==> src/rtl/core/credit_flow_output_queue_assert.svh <==
// ---------------------------------------------------------------------------
// credit_flow_output_queue_assert.svh
// Assertion macros for the credit flow output queue. Define ASSERT_OFF to
// compile them away.
// ---------------------------------------------------------------------------
`ifndef CREDIT_FLOW_OUTPUT_QUEUE_ASSERT_SVH
`define CREDIT_FLOW_OUTPUT_QUEUE_ASSERT_SVH

`ifndef ASSERT_OFF

// Condition must never hold outside reset.
`define CFOQ_ASSERT_NEVER(label, clk, rst, cond) \
  label: assert property (@(posedge clk) disable iff (rst) !(cond)) \
    else $error("assertion failed: forbidden condition seen");

// Antecedent implies consequent on the same edge.
`define CFOQ_ASSERT_IMPLY(label, clk, rst, ante, cons) \
  label: assert property (@(posedge clk) disable iff (rst) (ante) |-> (cons)) \
    else $error("assertion failed: implication broken");

`else

`define CFOQ_ASSERT_NEVER(label, clk, rst, cond)
`define CFOQ_ASSERT_IMPLY(label, clk, rst, ante, cons)

`endif

`endif

==> src/rtl/core/cfoq_pkg.sv <==
// ---------------------------------------------------------------------------
// cfoq_pkg
// Shared constants, widths and control and status types of the credit flow output queue.
// ---------------------------------------------------------------------------
package cfoq_pkg;

  // Sizing
  localparam int QUEUE_DEPTH  = 4;
  localparam int ROUTER_DEPTH = 4;
  localparam int FLIT_BITS    = 32;

  // Stored flit width: the port carries 32 bits, FLIT_BITS may trim it
  localparam int STORE_W  = (FLIT_BITS < 32) ? FLIT_BITS : 32;
  localparam int IDX_W    = $clog2(QUEUE_DEPTH);
  localparam int CNT_W    = $clog2(QUEUE_DEPTH + 1);
  localparam int CREDIT_W = $clog2(ROUTER_DEPTH + 2);

  // Port field widths
  localparam int FLIT_W      = 32;
  localparam int CRED_OUT_W  = 3;
  localparam int S_DATA_W    = 40;
  localparam int M_DATA_W    = 40;

  // Queue control from the top level
  typedef struct packed {
    logic pop;
    logic push;
  } fq_ctl_t;

  // Queue status: not_empty is current, the rest are after this beat
  typedef struct packed {
    logic not_empty;
    logic almost_full;
    logic empty;
    logic dropped;
  } fq_stat_t;

endpackage

==> src/rtl/core/cfoq_fifo.sv <==
// ---------------------------------------------------------------------------
// cfoq_fifo
// Circular flit buffer with head/tail pointers and a fill count; pop is
// applied before push so a full queue that sends can still store.
// ---------------------------------------------------------------------------
module cfoq_fifo
  import cfoq_pkg::*;
(
  input  logic               clk,
  input  logic               rst,
  input  fq_ctl_t            ctl,
  input  logic [STORE_W-1:0] push_flit,
  output logic [STORE_W-1:0] head_flit,
  output fq_stat_t           stat
);

  logic [STORE_W-1:0] flit_store [QUEUE_DEPTH];
  logic [IDX_W-1:0]   head_index;
  logic [IDX_W-1:0]   tail_index;
  logic [CNT_W-1:0]   fill_count;

  logic [IDX_W-1:0]   head_index_next;
  logic [IDX_W-1:0]   tail_index_next;
  logic [CNT_W-1:0]   fill_count_next;
  logic [CNT_W-1:0]   fill_after_pop;
  logic               room;
  logic               store;

  // Read the head entry
  assign head_flit = flit_store[head_index];

  // Pop first, then decide whether the push fits
  always_comb begin
    fill_after_pop  = fill_count - CNT_W'(ctl.pop);
    room            = (fill_after_pop != CNT_W'(QUEUE_DEPTH));
    store           = ctl.push & room;
    fill_count_next = fill_after_pop + CNT_W'(store);

    head_index_next = head_index;
    if (ctl.pop) begin
      head_index_next = (head_index == IDX_W'(QUEUE_DEPTH - 1)) ? '0 : head_index + 1'b1;
    end
    tail_index_next = tail_index;
    if (store) begin
      tail_index_next = (tail_index == IDX_W'(QUEUE_DEPTH - 1)) ? '0 : tail_index + 1'b1;
    end

    stat.not_empty   = (fill_count != '0);
    stat.almost_full = (fill_count_next >= CNT_W'(QUEUE_DEPTH - 1));
    stat.empty       = (fill_count_next == '0);
    stat.dropped     = ctl.push & ~room;
  end

  // Advance pointers and count
  always_ff @(posedge clk) begin
    if (rst) begin
      head_index <= '0;
      tail_index <= '0;
      fill_count <= '0;
    end else begin
      head_index <= head_index_next;
      tail_index <= tail_index_next;
      fill_count <= fill_count_next;
    end
  end

  // Write the stored flit
  always_ff @(posedge clk) begin
    if (store) begin
      flit_store[tail_index] <= push_flit;
    end
  end

endmodule

==> src/rtl/core/cfoq_credit.sv <==
// ---------------------------------------------------------------------------
// cfoq_credit
// Credit counter for the router input buffer: spend one per send, add one
// per returned credit, saturate at the router buffer depth.
// ---------------------------------------------------------------------------
module cfoq_credit
  import cfoq_pkg::*;
(
  input  logic                clk,
  input  logic                rst,
  input  logic                spend,
  input  logic                ret,
  output logic                has_credit,
  output logic [CREDIT_W-1:0] credits_next
);

  logic [CREDIT_W-1:0] credit_count;
  logic [CREDIT_W-1:0] sum;

  assign has_credit = (credit_count != '0);

  // Spend first, then add the return with saturation
  always_comb begin
    sum          = credit_count - CREDIT_W'(spend) + CREDIT_W'(ret);
    credits_next = (sum > CREDIT_W'(ROUTER_DEPTH)) ? CREDIT_W'(ROUTER_DEPTH) : sum;
  end

  always_ff @(posedge clk) begin
    if (rst) begin
      credit_count <= CREDIT_W'(ROUTER_DEPTH);
    end else begin
      credit_count <= credits_next;
    end
  end

endmodule

==> src/rtl/core/credit_flow_output_queue.sv <==
// ---------------------------------------------------------------------------
// credit_flow_output_queue
// Flit output queue toward a router port, gated by credits for the router's
// input buffer.
// ---------------------------------------------------------------------------
// Each input beat is one tick: it may offer a flit and return a credit, and
// it yields exactly one result beat telling whether the head flit was sent,
// the flit itself, the queue flags, whether the offered flit was dropped,
// and the credits left. A beat is registered at the input, evaluated
// combinationally by the queue and credit logic, and held in a result
// register; one beat per clock is sustained while m_tready holds. The
// result beat is registered in the result register after the input register
// has taken the input beat, and it leaves when m_tready accepts it. The flow
// stalls only while the result register is stalled by m_tready.
`include "credit_flow_output_queue_assert.svh"

module credit_flow_output_queue
  import cfoq_pkg::*;
(
  input  logic                clk,
  input  logic                rst,
  input  logic                s_tvalid,
  output logic                s_tready,
  // [0] push_valid, [32:1] push_flit, [33] credit_return, [39:34] zero
  input  logic [S_DATA_W-1:0] s_tdata,
  output logic                m_tvalid,
  input  logic                m_tready,
  // [0] send_valid, [32:1] send_flit, [33] almost_full, [34] queue_empty,
  // [35] push_dropped, [38:36] credits_left, [39] zero
  output logic [M_DATA_W-1:0] m_tdata
);

  // Input register
  logic              in_valid;
  logic              in_push;
  logic [FLIT_W-1:0] in_flit;
  logic              in_ret;

  // Result register
  logic                  out_valid;
  logic                  out_send;
  logic [FLIT_W-1:0]     out_flit;
  logic                  out_almost_full;
  logic                  out_empty;
  logic                  out_dropped;
  logic [CRED_OUT_W-1:0] out_credits;

  logic                  advance;
  fq_ctl_t               fifo_ctl;
  fq_stat_t              fifo_stat;
  logic [STORE_W-1:0]    head_flit;
  logic                  has_credit;
  logic [CREDIT_W-1:0]   credits_next;
  logic [STORE_W+FLIT_W-1:0]       flit_ext;
  logic [CREDIT_W+CRED_OUT_W-1:0]  credit_ext;

  // Evaluate a beat when the result register is free or draining
  assign advance  = in_valid & (~out_valid | m_tready);
  assign s_tready = ~in_valid | advance;

  // Send when a flit waits and a credit remains
  always_comb begin
    fifo_ctl.pop  = advance & fifo_stat.not_empty & has_credit;
    fifo_ctl.push = advance & in_push;
  end

  cfoq_fifo u_fifo (
    .clk       (clk),
    .rst       (rst),
    .ctl       (fifo_ctl),
    .push_flit (in_flit[STORE_W-1:0]),
    .head_flit (head_flit),
    .stat      (fifo_stat)
  );

  cfoq_credit u_credit (
    .clk          (clk),
    .rst          (rst),
    .spend        (fifo_ctl.pop),
    .ret          (advance & in_ret),
    .has_credit   (has_credit),
    .credits_next (credits_next)
  );

  assign flit_ext   = {{FLIT_W{1'b0}}, head_flit};
  assign credit_ext = {{CRED_OUT_W{1'b0}}, credits_next};

  // Capture an input beat
  always_ff @(posedge clk) begin
    if (rst) begin
      in_valid <= 1'b0;
    end else if (s_tvalid && s_tready) begin
      in_valid <= 1'b1;
    end else if (advance) begin
      in_valid <= 1'b0;
    end
  end

  always_ff @(posedge clk) begin
    if (s_tvalid && s_tready) begin
      in_push <= s_tdata[0];
      in_flit <= s_tdata[FLIT_W:1];
      in_ret  <= s_tdata[FLIT_W+1];
    end
  end

  // Hold the result beat until taken
  always_ff @(posedge clk) begin
    if (rst) begin
      out_valid <= 1'b0;
    end else if (advance) begin
      out_valid <= 1'b1;
    end else if (m_tready) begin
      out_valid <= 1'b0;
    end
  end

  always_ff @(posedge clk) begin
    if (advance) begin
      out_send        <= fifo_ctl.pop;
      out_flit        <= fifo_ctl.pop ? flit_ext[FLIT_W-1:0] : '0;
      out_almost_full <= fifo_stat.almost_full;
      out_empty       <= fifo_stat.empty;
      out_dropped     <= fifo_stat.dropped;
      out_credits     <= credit_ext[CRED_OUT_W-1:0];
    end
  end

  assign m_tvalid = out_valid;
  assign m_tdata  = {1'b0, out_credits, out_dropped, out_empty, out_almost_full,
                     out_flit, out_send};

  // A send frees a slot, so the same beat can never drop its flit
  `CFOQ_ASSERT_NEVER(a_no_drop_on_send, clk, rst, fifo_ctl.pop && fifo_stat.dropped)
  // The credit count never passes the router buffer depth
  `CFOQ_ASSERT_NEVER(a_credit_bound, clk, rst, credits_next > CREDIT_W'(ROUTER_DEPTH))
  // A flit is only sent from a non-empty queue with a credit in hand
  `CFOQ_ASSERT_IMPLY(a_send_ok, clk, rst, fifo_ctl.pop, fifo_stat.not_empty && has_credit && advance)

endmodule

==> config.mk <==
export PLATFORM = sky130hd
export DESIGN_NAME = credit_flow_output_queue
export DESIGN_NICKNAME = d
export VERILOG_FILES = /design/src/rtl/core/cfoq_pkg.sv /design/src/rtl/core/cfoq_fifo.sv /design/src/rtl/core/cfoq_credit.sv /design/src/rtl/core/credit_flow_output_queue.sv
export VERILOG_INCLUDE_DIRS = /design/src /design/src/rtl/core
export SDC_FILE = /design/constraint.sdc
export NUM_CORES = 1
export LEC_CHECK = 0
export BUFFER_PORTS_ARGS = -buffer_cell sky130_fd_sc_hd__buf_2
export CAP_MARGIN = 20
export CORE_ASPECT_RATIO = 2
export CORE_MARGIN = 2
export CORE_UTILIZATION = 39
export CTS_CLUSTER_SIZE = 14
export DETAILED_ROUTE_END_ITERATION = 12
export GPL_TIMING_DRIVEN = 0
export HOLD_SLACK_MARGIN = 0.15
export PLACE_DENSITY_LB_ADDON = 0.3
export RECOVER_POWER = 25
export SYNTH_ARGS = -nofsm -noshare
export SYNTH_HDL_FRONTEND = slang
export SYNTH_SLANG_ARGS = --single-unit
==> constraint.sdc <==
create_clock -name clk -period 11.45 [get_ports clk]
set_clock_uncertainty 0.15 [all_clocks]
set_input_delay 0 -clock clk [delete_from_list [all_inputs] [get_ports clk]]
set_output_delay 0 -clock clk [all_outputs]
set_load 0.02 [all_outputs]
Yosys cells after proc, flatten, opt, wreduce, memory -nomap -nowiden
Memories as Yosys holds them, arrays and structs flattened. A register that Yosys moved wholly into a read port is not among the register bits.
Cells that the tools add are included.
- add/sub/neg operators: 6
- magnitude comparators: 2
- eq/ne operators: 3
- multiplexer cells: 9
- bitwise gates (word level): 12
- reduce and logical (&&, ||, !) cells: 7
- operators with widths (cell ; number):
    bitwise AND 1 bit ; 7
    adder 3 x 1 -> 3 bit ; 2
    2-to-1 mux 1 bit ; 6
    nonzero test 3 bit ; 2
    subtractor 3 x 1 -> 3 bit ; 2
    adder 2 x 1 -> 2 bit (second input constant) ; 2
    equality test 2 bit (second input constant) ; 2
    2-to-1 mux 2 bit ; 2
    nonzero test 2 bit ; 2
    greater-or-equal comparator 3 x 2 -> 1 bit (second input constant) ; 1
    greater-than comparator 3 bit (second input constant) ; 1
    zero test 3 bit ; 1
    2-to-1 mux 3 bit ; 1
    inequality test 3 bit (second input constant) ; 1
    inverter 1 bit ; 3
    OR 1 bit ; 2
    logical AND 1 bit ; 1
    zero test 1 bit ; 1
- flip-flop bits (word level): 53
- bits in writable memories: 128
- output and inout bits: 42
- logic and storage cells: 54
- memories: 1
- memory list (memory ; depth ; bits a word ; read ports ; clocked after memory_dff ; write ports ; line ; RTL):
    u_fifo.flit_store ; 4 ; 32 ; 1 ; 1 ; 1 ; cfoq_fifo.sv:17 ; logic [STORE_W-1:0] flit_store [QUEUE_DEPTH];

Logic depth before layout (Yosys ltp)
- depth in word-level cells: 10
- mapped depth: 11
- gate-level depth less buffers: 11

Cells and area by module
Synthesis repeated with hierarchy kept, for this count alone.
- cell total of the unflattened synthesis: 376
- area, all modules: 8280.4 um^2
- modules (own cells, without submodules) (module ; instances ; cells each ; area each (um^2)):
    cfoq_fifo ; 1 ; 223 ; 5161.2
    credit_flow_output_queue ; 1 ; 136 ; 2929.1
    cfoq_credit ; 1 ; 17 ; 190.2

Worst setup path before layout
No wires, ideal clock.
- kind: register -> register
- from: register out_valid, in the netlist m_tvalid
- to: register out_credits[0] (data pin)
- arrival time: 3.836 ns
- required time: 11.034 ns
- path slack: 7.197 ns
- cell stages (with the launch flop): 12
- path through: dfxtp_1 nor2b_2 nor2_1 nand2_1 ha_1 inv_1 ha_1 inv_1 fa_1 xnor2_1 xnor2_1 nor2_1
- word-level cells in the longest chain between the ends: 9
- elaborated cells on any way between the ends: 10
- those cells by class: add/sub (2); order compare (1); mux (1); bitwise (6)
- ends and longest elaborated chain (element ; line ; RTL):
    start, declared ; credit_flow_output_queue.sv:40 ; logic out_valid;
    start signal, assigned ; credit_flow_output_queue.sv:110 ; out_valid <= 1'b0;
    start signal, assigned ; credit_flow_output_queue.sv:112 ; out_valid <= 1'b1;
    start signal, assigned ; credit_flow_output_queue.sv:114 ; out_valid <= 1'b0;
    inverter 1 bit (*) ; credit_flow_output_queue.sv:58 ; assign advance = in_valid & (~out_valid | m_tready);
    OR 1 bit (*) ; credit_flow_output_queue.sv:58 ;
    bitwise AND 1 bit (*) ; credit_flow_output_queue.sv:58 ;
    named net advance ; credit_flow_output_queue.sv:48 ; logic advance;
    bitwise AND 1 bit (2 in series) ; credit_flow_output_queue.sv:63 ; fifo_ctl.pop = advance & fifo_stat.not_empty & has_credit;
    subtractor 3 x 1 -> 3 bit ; cfoq_credit.sv:24 ; sum = credit_count - CREDIT_W'(spend) + CREDIT_W'(ret);
    adder 3 x 1 -> 3 bit (*) ; cfoq_credit.sv:24 ;
    greater-than comparator 3 bit ; cfoq_credit.sv:25 ; credits_next = (sum > CREDIT_W'(ROUTER_DEPTH)) ? CREDIT_W'(ROUTER_DEPTH) : sum;
    2-to-1 mux 3 bit (*) ; cfoq_credit.sv:25 ;
    named net credits_next[0] ; credit_flow_output_queue.sv:53 ; logic [CREDIT_W-1:0] credits_next;
    end signal, assigned ; credit_flow_output_queue.sv:125 ; out_credits <= credit_ext[CRED_OUT_W-1:0];
    end, declared ; credit_flow_output_queue.sv:46 ; logic [CRED_OUT_W-1:0] out_credits;
The timed path passes the listed nets; every way through them passes the cells marked *.
A chain may end at the register's enable or synchronous reset.

Worst setup path in the final report
- from: register out_valid, in the netlist m_tvalid
- to: memory u_fifo.flit_store[2][22] (netlist name) (enable)
- word-level cells in the longest chain between the ends: 10
- elaborated cells on any way between the ends: 11
- those cells by class: add/sub (1); eq/ne (1); mux (2); bitwise (7)
- ends and longest elaborated chain (element ; line ; RTL):
    inverter 1 bit ; credit_flow_output_queue.sv:58 ;
    OR 1 bit ; credit_flow_output_queue.sv:58 ;
    bitwise AND 1 bit ; credit_flow_output_queue.sv:58 ;
    bitwise AND 1 bit (2 in series) ; credit_flow_output_queue.sv:63 ;
    named net u_credit.spend ; cfoq_credit.sv:11 ; input logic spend,
    subtractor 3 x 1 -> 3 bit ; cfoq_fifo.sv:34 ; fill_after_pop = fill_count - CNT_W'(ctl.pop);
    inequality test 3 bit ; cfoq_fifo.sv:35 ; room = (fill_after_pop != CNT_W'(QUEUE_DEPTH));
    bitwise AND 1 bit ; cfoq_fifo.sv:36 ; store = ctl.push & room;
    2-to-1 mux 1 bit ; cfoq_fifo.sv:69 ; if (store) begin
    2-to-1 mux 1 bit (not written as such) ; cfoq_fifo.sv:70 ; flit_store[tail_index] <= push_flit;
    end, declared ; cfoq_fifo.sv:17 ;
The timed path passes the listed nets, and every way through them passes these cells.

==> results_dict.tcl <==
set metrics [dict create \
    antenna_found_initial 0 \
    holdWs_ns 0.293 \
    r2r_end "u_fifo.flit_store[2][22]" \
    synth_edf_count 201 \
    rr_worst_depth 8 \
    firstDrtPassIters 4 \
    post_drt_wl_per_cell_um 17.4 \
    grt_overflow_total 0 \
    yosys_warnings 0 \
    min_from "rst" \
    num_antenna_cells 0 \
    fin_crit_ns 4.02 \
    drv_cap 0 \
    synth.top_cell.area_share_pct 77.0 \
    min_path_type "input pin to flip-flop" \
    drc_errors 0 \
    fin_nets 597 \
    htreeDepth 1 \
    worstSetupStartpointType "flip-flop" \
    grt_max_degree 33 \
    async_flop_share_pct 0 \
    hold_path_end "u_fifo.head_index[1]" \
    syn_to_final_growth_pct 27.5 \
    cts.sinks 213 \
    post-synth-top-area-cell "edfxtp_1" \
    ys_ff_latch 213 \
    critPathMaxFanout 32 \
    finalHoldViolCount 0 \
    num_vias 3788 \
    ctsResizeCount 0 \
    wl_um 14200 \
    placed_cells 706 \
    worstSetupPathType "flip-flop to flip-flop" \
    gp_congestion 0.709 \
    synth_area_leaders "edfxtp_1 (77%), mux4_2 (9.2%), dfxtp_1 (3.1%), and2_1 (2.7%), ha_1 (1.8%)" \
    cellPowerDensity_nw_per_um2 167 \
    grt_pass1_wl_um 22300 \
    clk_pin_slew_ns 0.07 \
    drive_gt1_share_pct 30.1 \
    slowest_stage "and2_2" \
    grt_pass1_vias 4149 \
    crit_chain "nor2b_2, nor4_4, buf_2, ha_1, ha_1, and2_1, a2111oi_4, and2_2" \
    fp.dieArea_um2 21300 \
    synthFlopType "edfxtp_1" \
    cts_tree "yes" \
    stdcell_count 814 \
    crit_family "simple AND/OR/NAND/NOR gates" \
    insertion_delay_ns 0.50 \
    clock.fmax_mhz 249 \
    syn_avg_cell_area_um2 21.5 \
    hold_depth 4 \
    crit_required_ns 11.41 \
    io_buffer_count 78 \
    reg2reg_from "m_tvalid" \
    rrSetupSlack_ns 7.43 \
    initial_utilization_pct 39.5 \
    die_w_um 104 \
    leakagePower_nw 3.50 \
    n_fill_cell 1673 \
    synth_fp_nets 420 \
    worst_slew_pin_slew_ns 0.957 \
    grt.total_usage_pct 13.9 \
    seqCellArea_um2 6280 \
    relSlewSlack_pct 36.2 \
    die_y_um 204 \
    final_core_util_pct 50.4 \
    vdd_drop_max_mv 0.0983 \
    crit_arrival_ns 3.98 \
    post-dp-hpwl_um 8710 \
    status "finished, final reports clean" \
    cts_buffer_depth 3 \
    finalSetupViolCount 0 \
    syn_area_um2 7830 \
    io_pins 86 \
    cp-end-kind "flip-flop" \
    synthDistinctLibCells 31 \
    cts-buffers-inserted 20 \
    multi_input_area_um2 1420 \
    rsz0062_at_grt "false" \
    yosysSeqAreaShare_pct 80.1 \
    ant_nets 0 \
    crit_path_max_incr_delay_ns 0.88 \
    viasPerCell 4.65 \
    slew_violations 0 \
    core.rowCount 73 \
    drtIter0Drc 212 \
    tns_ns 0 \
    netlist_instances 364 \
    period_share_pct 35.1 \
    path_buf_inv 1 \
    core_um2 19800 \
    cts_root_buffer "clkbuf_16" \
    p_total_mw 1.67 \
    path_common_cell "ha_1" \
]
[power breakdown]
| group | internal, mW | switching, mW | total, mW |
|---|---|---|---|
| Sequential | 0.881 | 0.0115 | 0.893 |
| Clock | 0.378 | 0.267 | 0.645 |
| Combinational | 0.0652 | 0.0642 | 0.129 |
| Total | 1.32 | 0.343 | 1.67 |
[worst max-delay path by stage]
| stage | from | to | slack, ns | cells past startpoint |
|---|---|---|---|---|
| 2_1_floorplan | m_tvalid | out_credits[0] | 7.20 | 11 |
| 3_3_place_gp | m_tvalid | out_credits[0] | 6.04 | 11 |
| 3_5_place_dp | m_tvalid | u_fifo.flit_store[1][0] | 7.33 | 8 |
| 4_1_cts | m_tvalid | u_fifo.flit_store[1][7] | 7.31 | 8 |
| 5_1_grt | m_tvalid | u_fifo.flit_store[1][13] | 7.14 | 8 |
| 6_report | m_tvalid | u_fifo.flit_store[2][22] | 7.43 | 8 |
[sequential cells by signal, indices dropped and copies added (netlist names), 2 cells and up]
signal and count:
u_fifo.head_index 2, out_credits 3, u_credit.credit_count 3, out_flit 32, u_fifo.tail_index 2, in_flit 32
u_fifo.flit_store 128, u_fifo.fill_count 3
[synth_stat cells (all sizes together) (2+ instances only)]
library cell	n
edfxtp	201
and2	38
mux4	32
buf	13
dfxtp	12
ha	11
inv	11
nor2	8
nor3	6
clkbuf	4
nand2	4
nand2b	4
nor2b	4
xnor2	3
mux2	2
mux2i	2
[per-stage QoR]
| stage | cell area [µm²] | setup slack (ns) |
|---|---|---|
| finish | 9980 | 7.43 |
| global route | 9980 | 7.14 |
| CTS | 9980 | 7.31 |
| detailed placement | 8610 | 7.33 |
| global placement | 8550 | 6.04 |
| floorplan | 7830 | 7.20 |
[worst reg2reg max path, delay by kind of cell (launching register included)]
kind	cells	cell delay (ns)
AND/OR/NAND/NOR	4	1.83
AO/OA/AOI/OAI	1	0.54
adder cells (fa/ha/maj)	2	0.43
buffers and inverters	1	0.36
flip-flops	1	0.31
[cell families (layout without fill, tap and decap cells)]
family,Yosys count,after routing,share of synthesized area [%]
other cells,1,1,0.0479
xor+xnor,4,4,0.447
buf+inv,28,216,1.87
compound gates,2,2,0.415
mux,36,36,9.79
fa+ha+maj,12,12,2.01
simple gates,68,68,5.30
flops,213,213,80.1
[layout make-up]
type,instances,area share (%)
sequential,213,62.9
multi-input combinational,123,14.2
timing repair buffer,155,11.9
clock buffer,26,5.45
tap,262,3.28
buffer,17,1.05
clock inverter,7,0.815
inverter,11,0.414
[routing by layer]
layer  up-vias  GRT usage, %  routed length, µm
met5         -             0                  0
met4         0          5.94                330
met3        21          1.95                485
met2        71          27.3               8240
met1      1938          14.4               5130
li1       1758             -                  -
[layout by cell type, fill, tap and decap left out, types with 2 or more instances in the layout]
cell / n
mux2i_1: 2
nand2_1: 4
dlygate4sd3_1: 75
inv_1: 10
clkbuf_1: 7
bufinv_16: 2
ha_1: 11
nor3_1: 6
clkbuf_16: 21
clkinv_1: 3
mux4_2: 32
and2_1: 33
xnor2_1: 3
buf_4: 9
clkinv_2: 2
nand2b_1: 4
dfxtp_1: 12
clkbuf_2: 2
buf_2: 82
nor2b_1: 3
edfxtp_1: 201
nor2_1: 7
and2_2: 5
[timing repair]
item	CTS	global route
endpoints found under the hold margin	70	0
buffers inserted	0	0
hold buffers	75	0
Power figures use the tool's default switching activity.
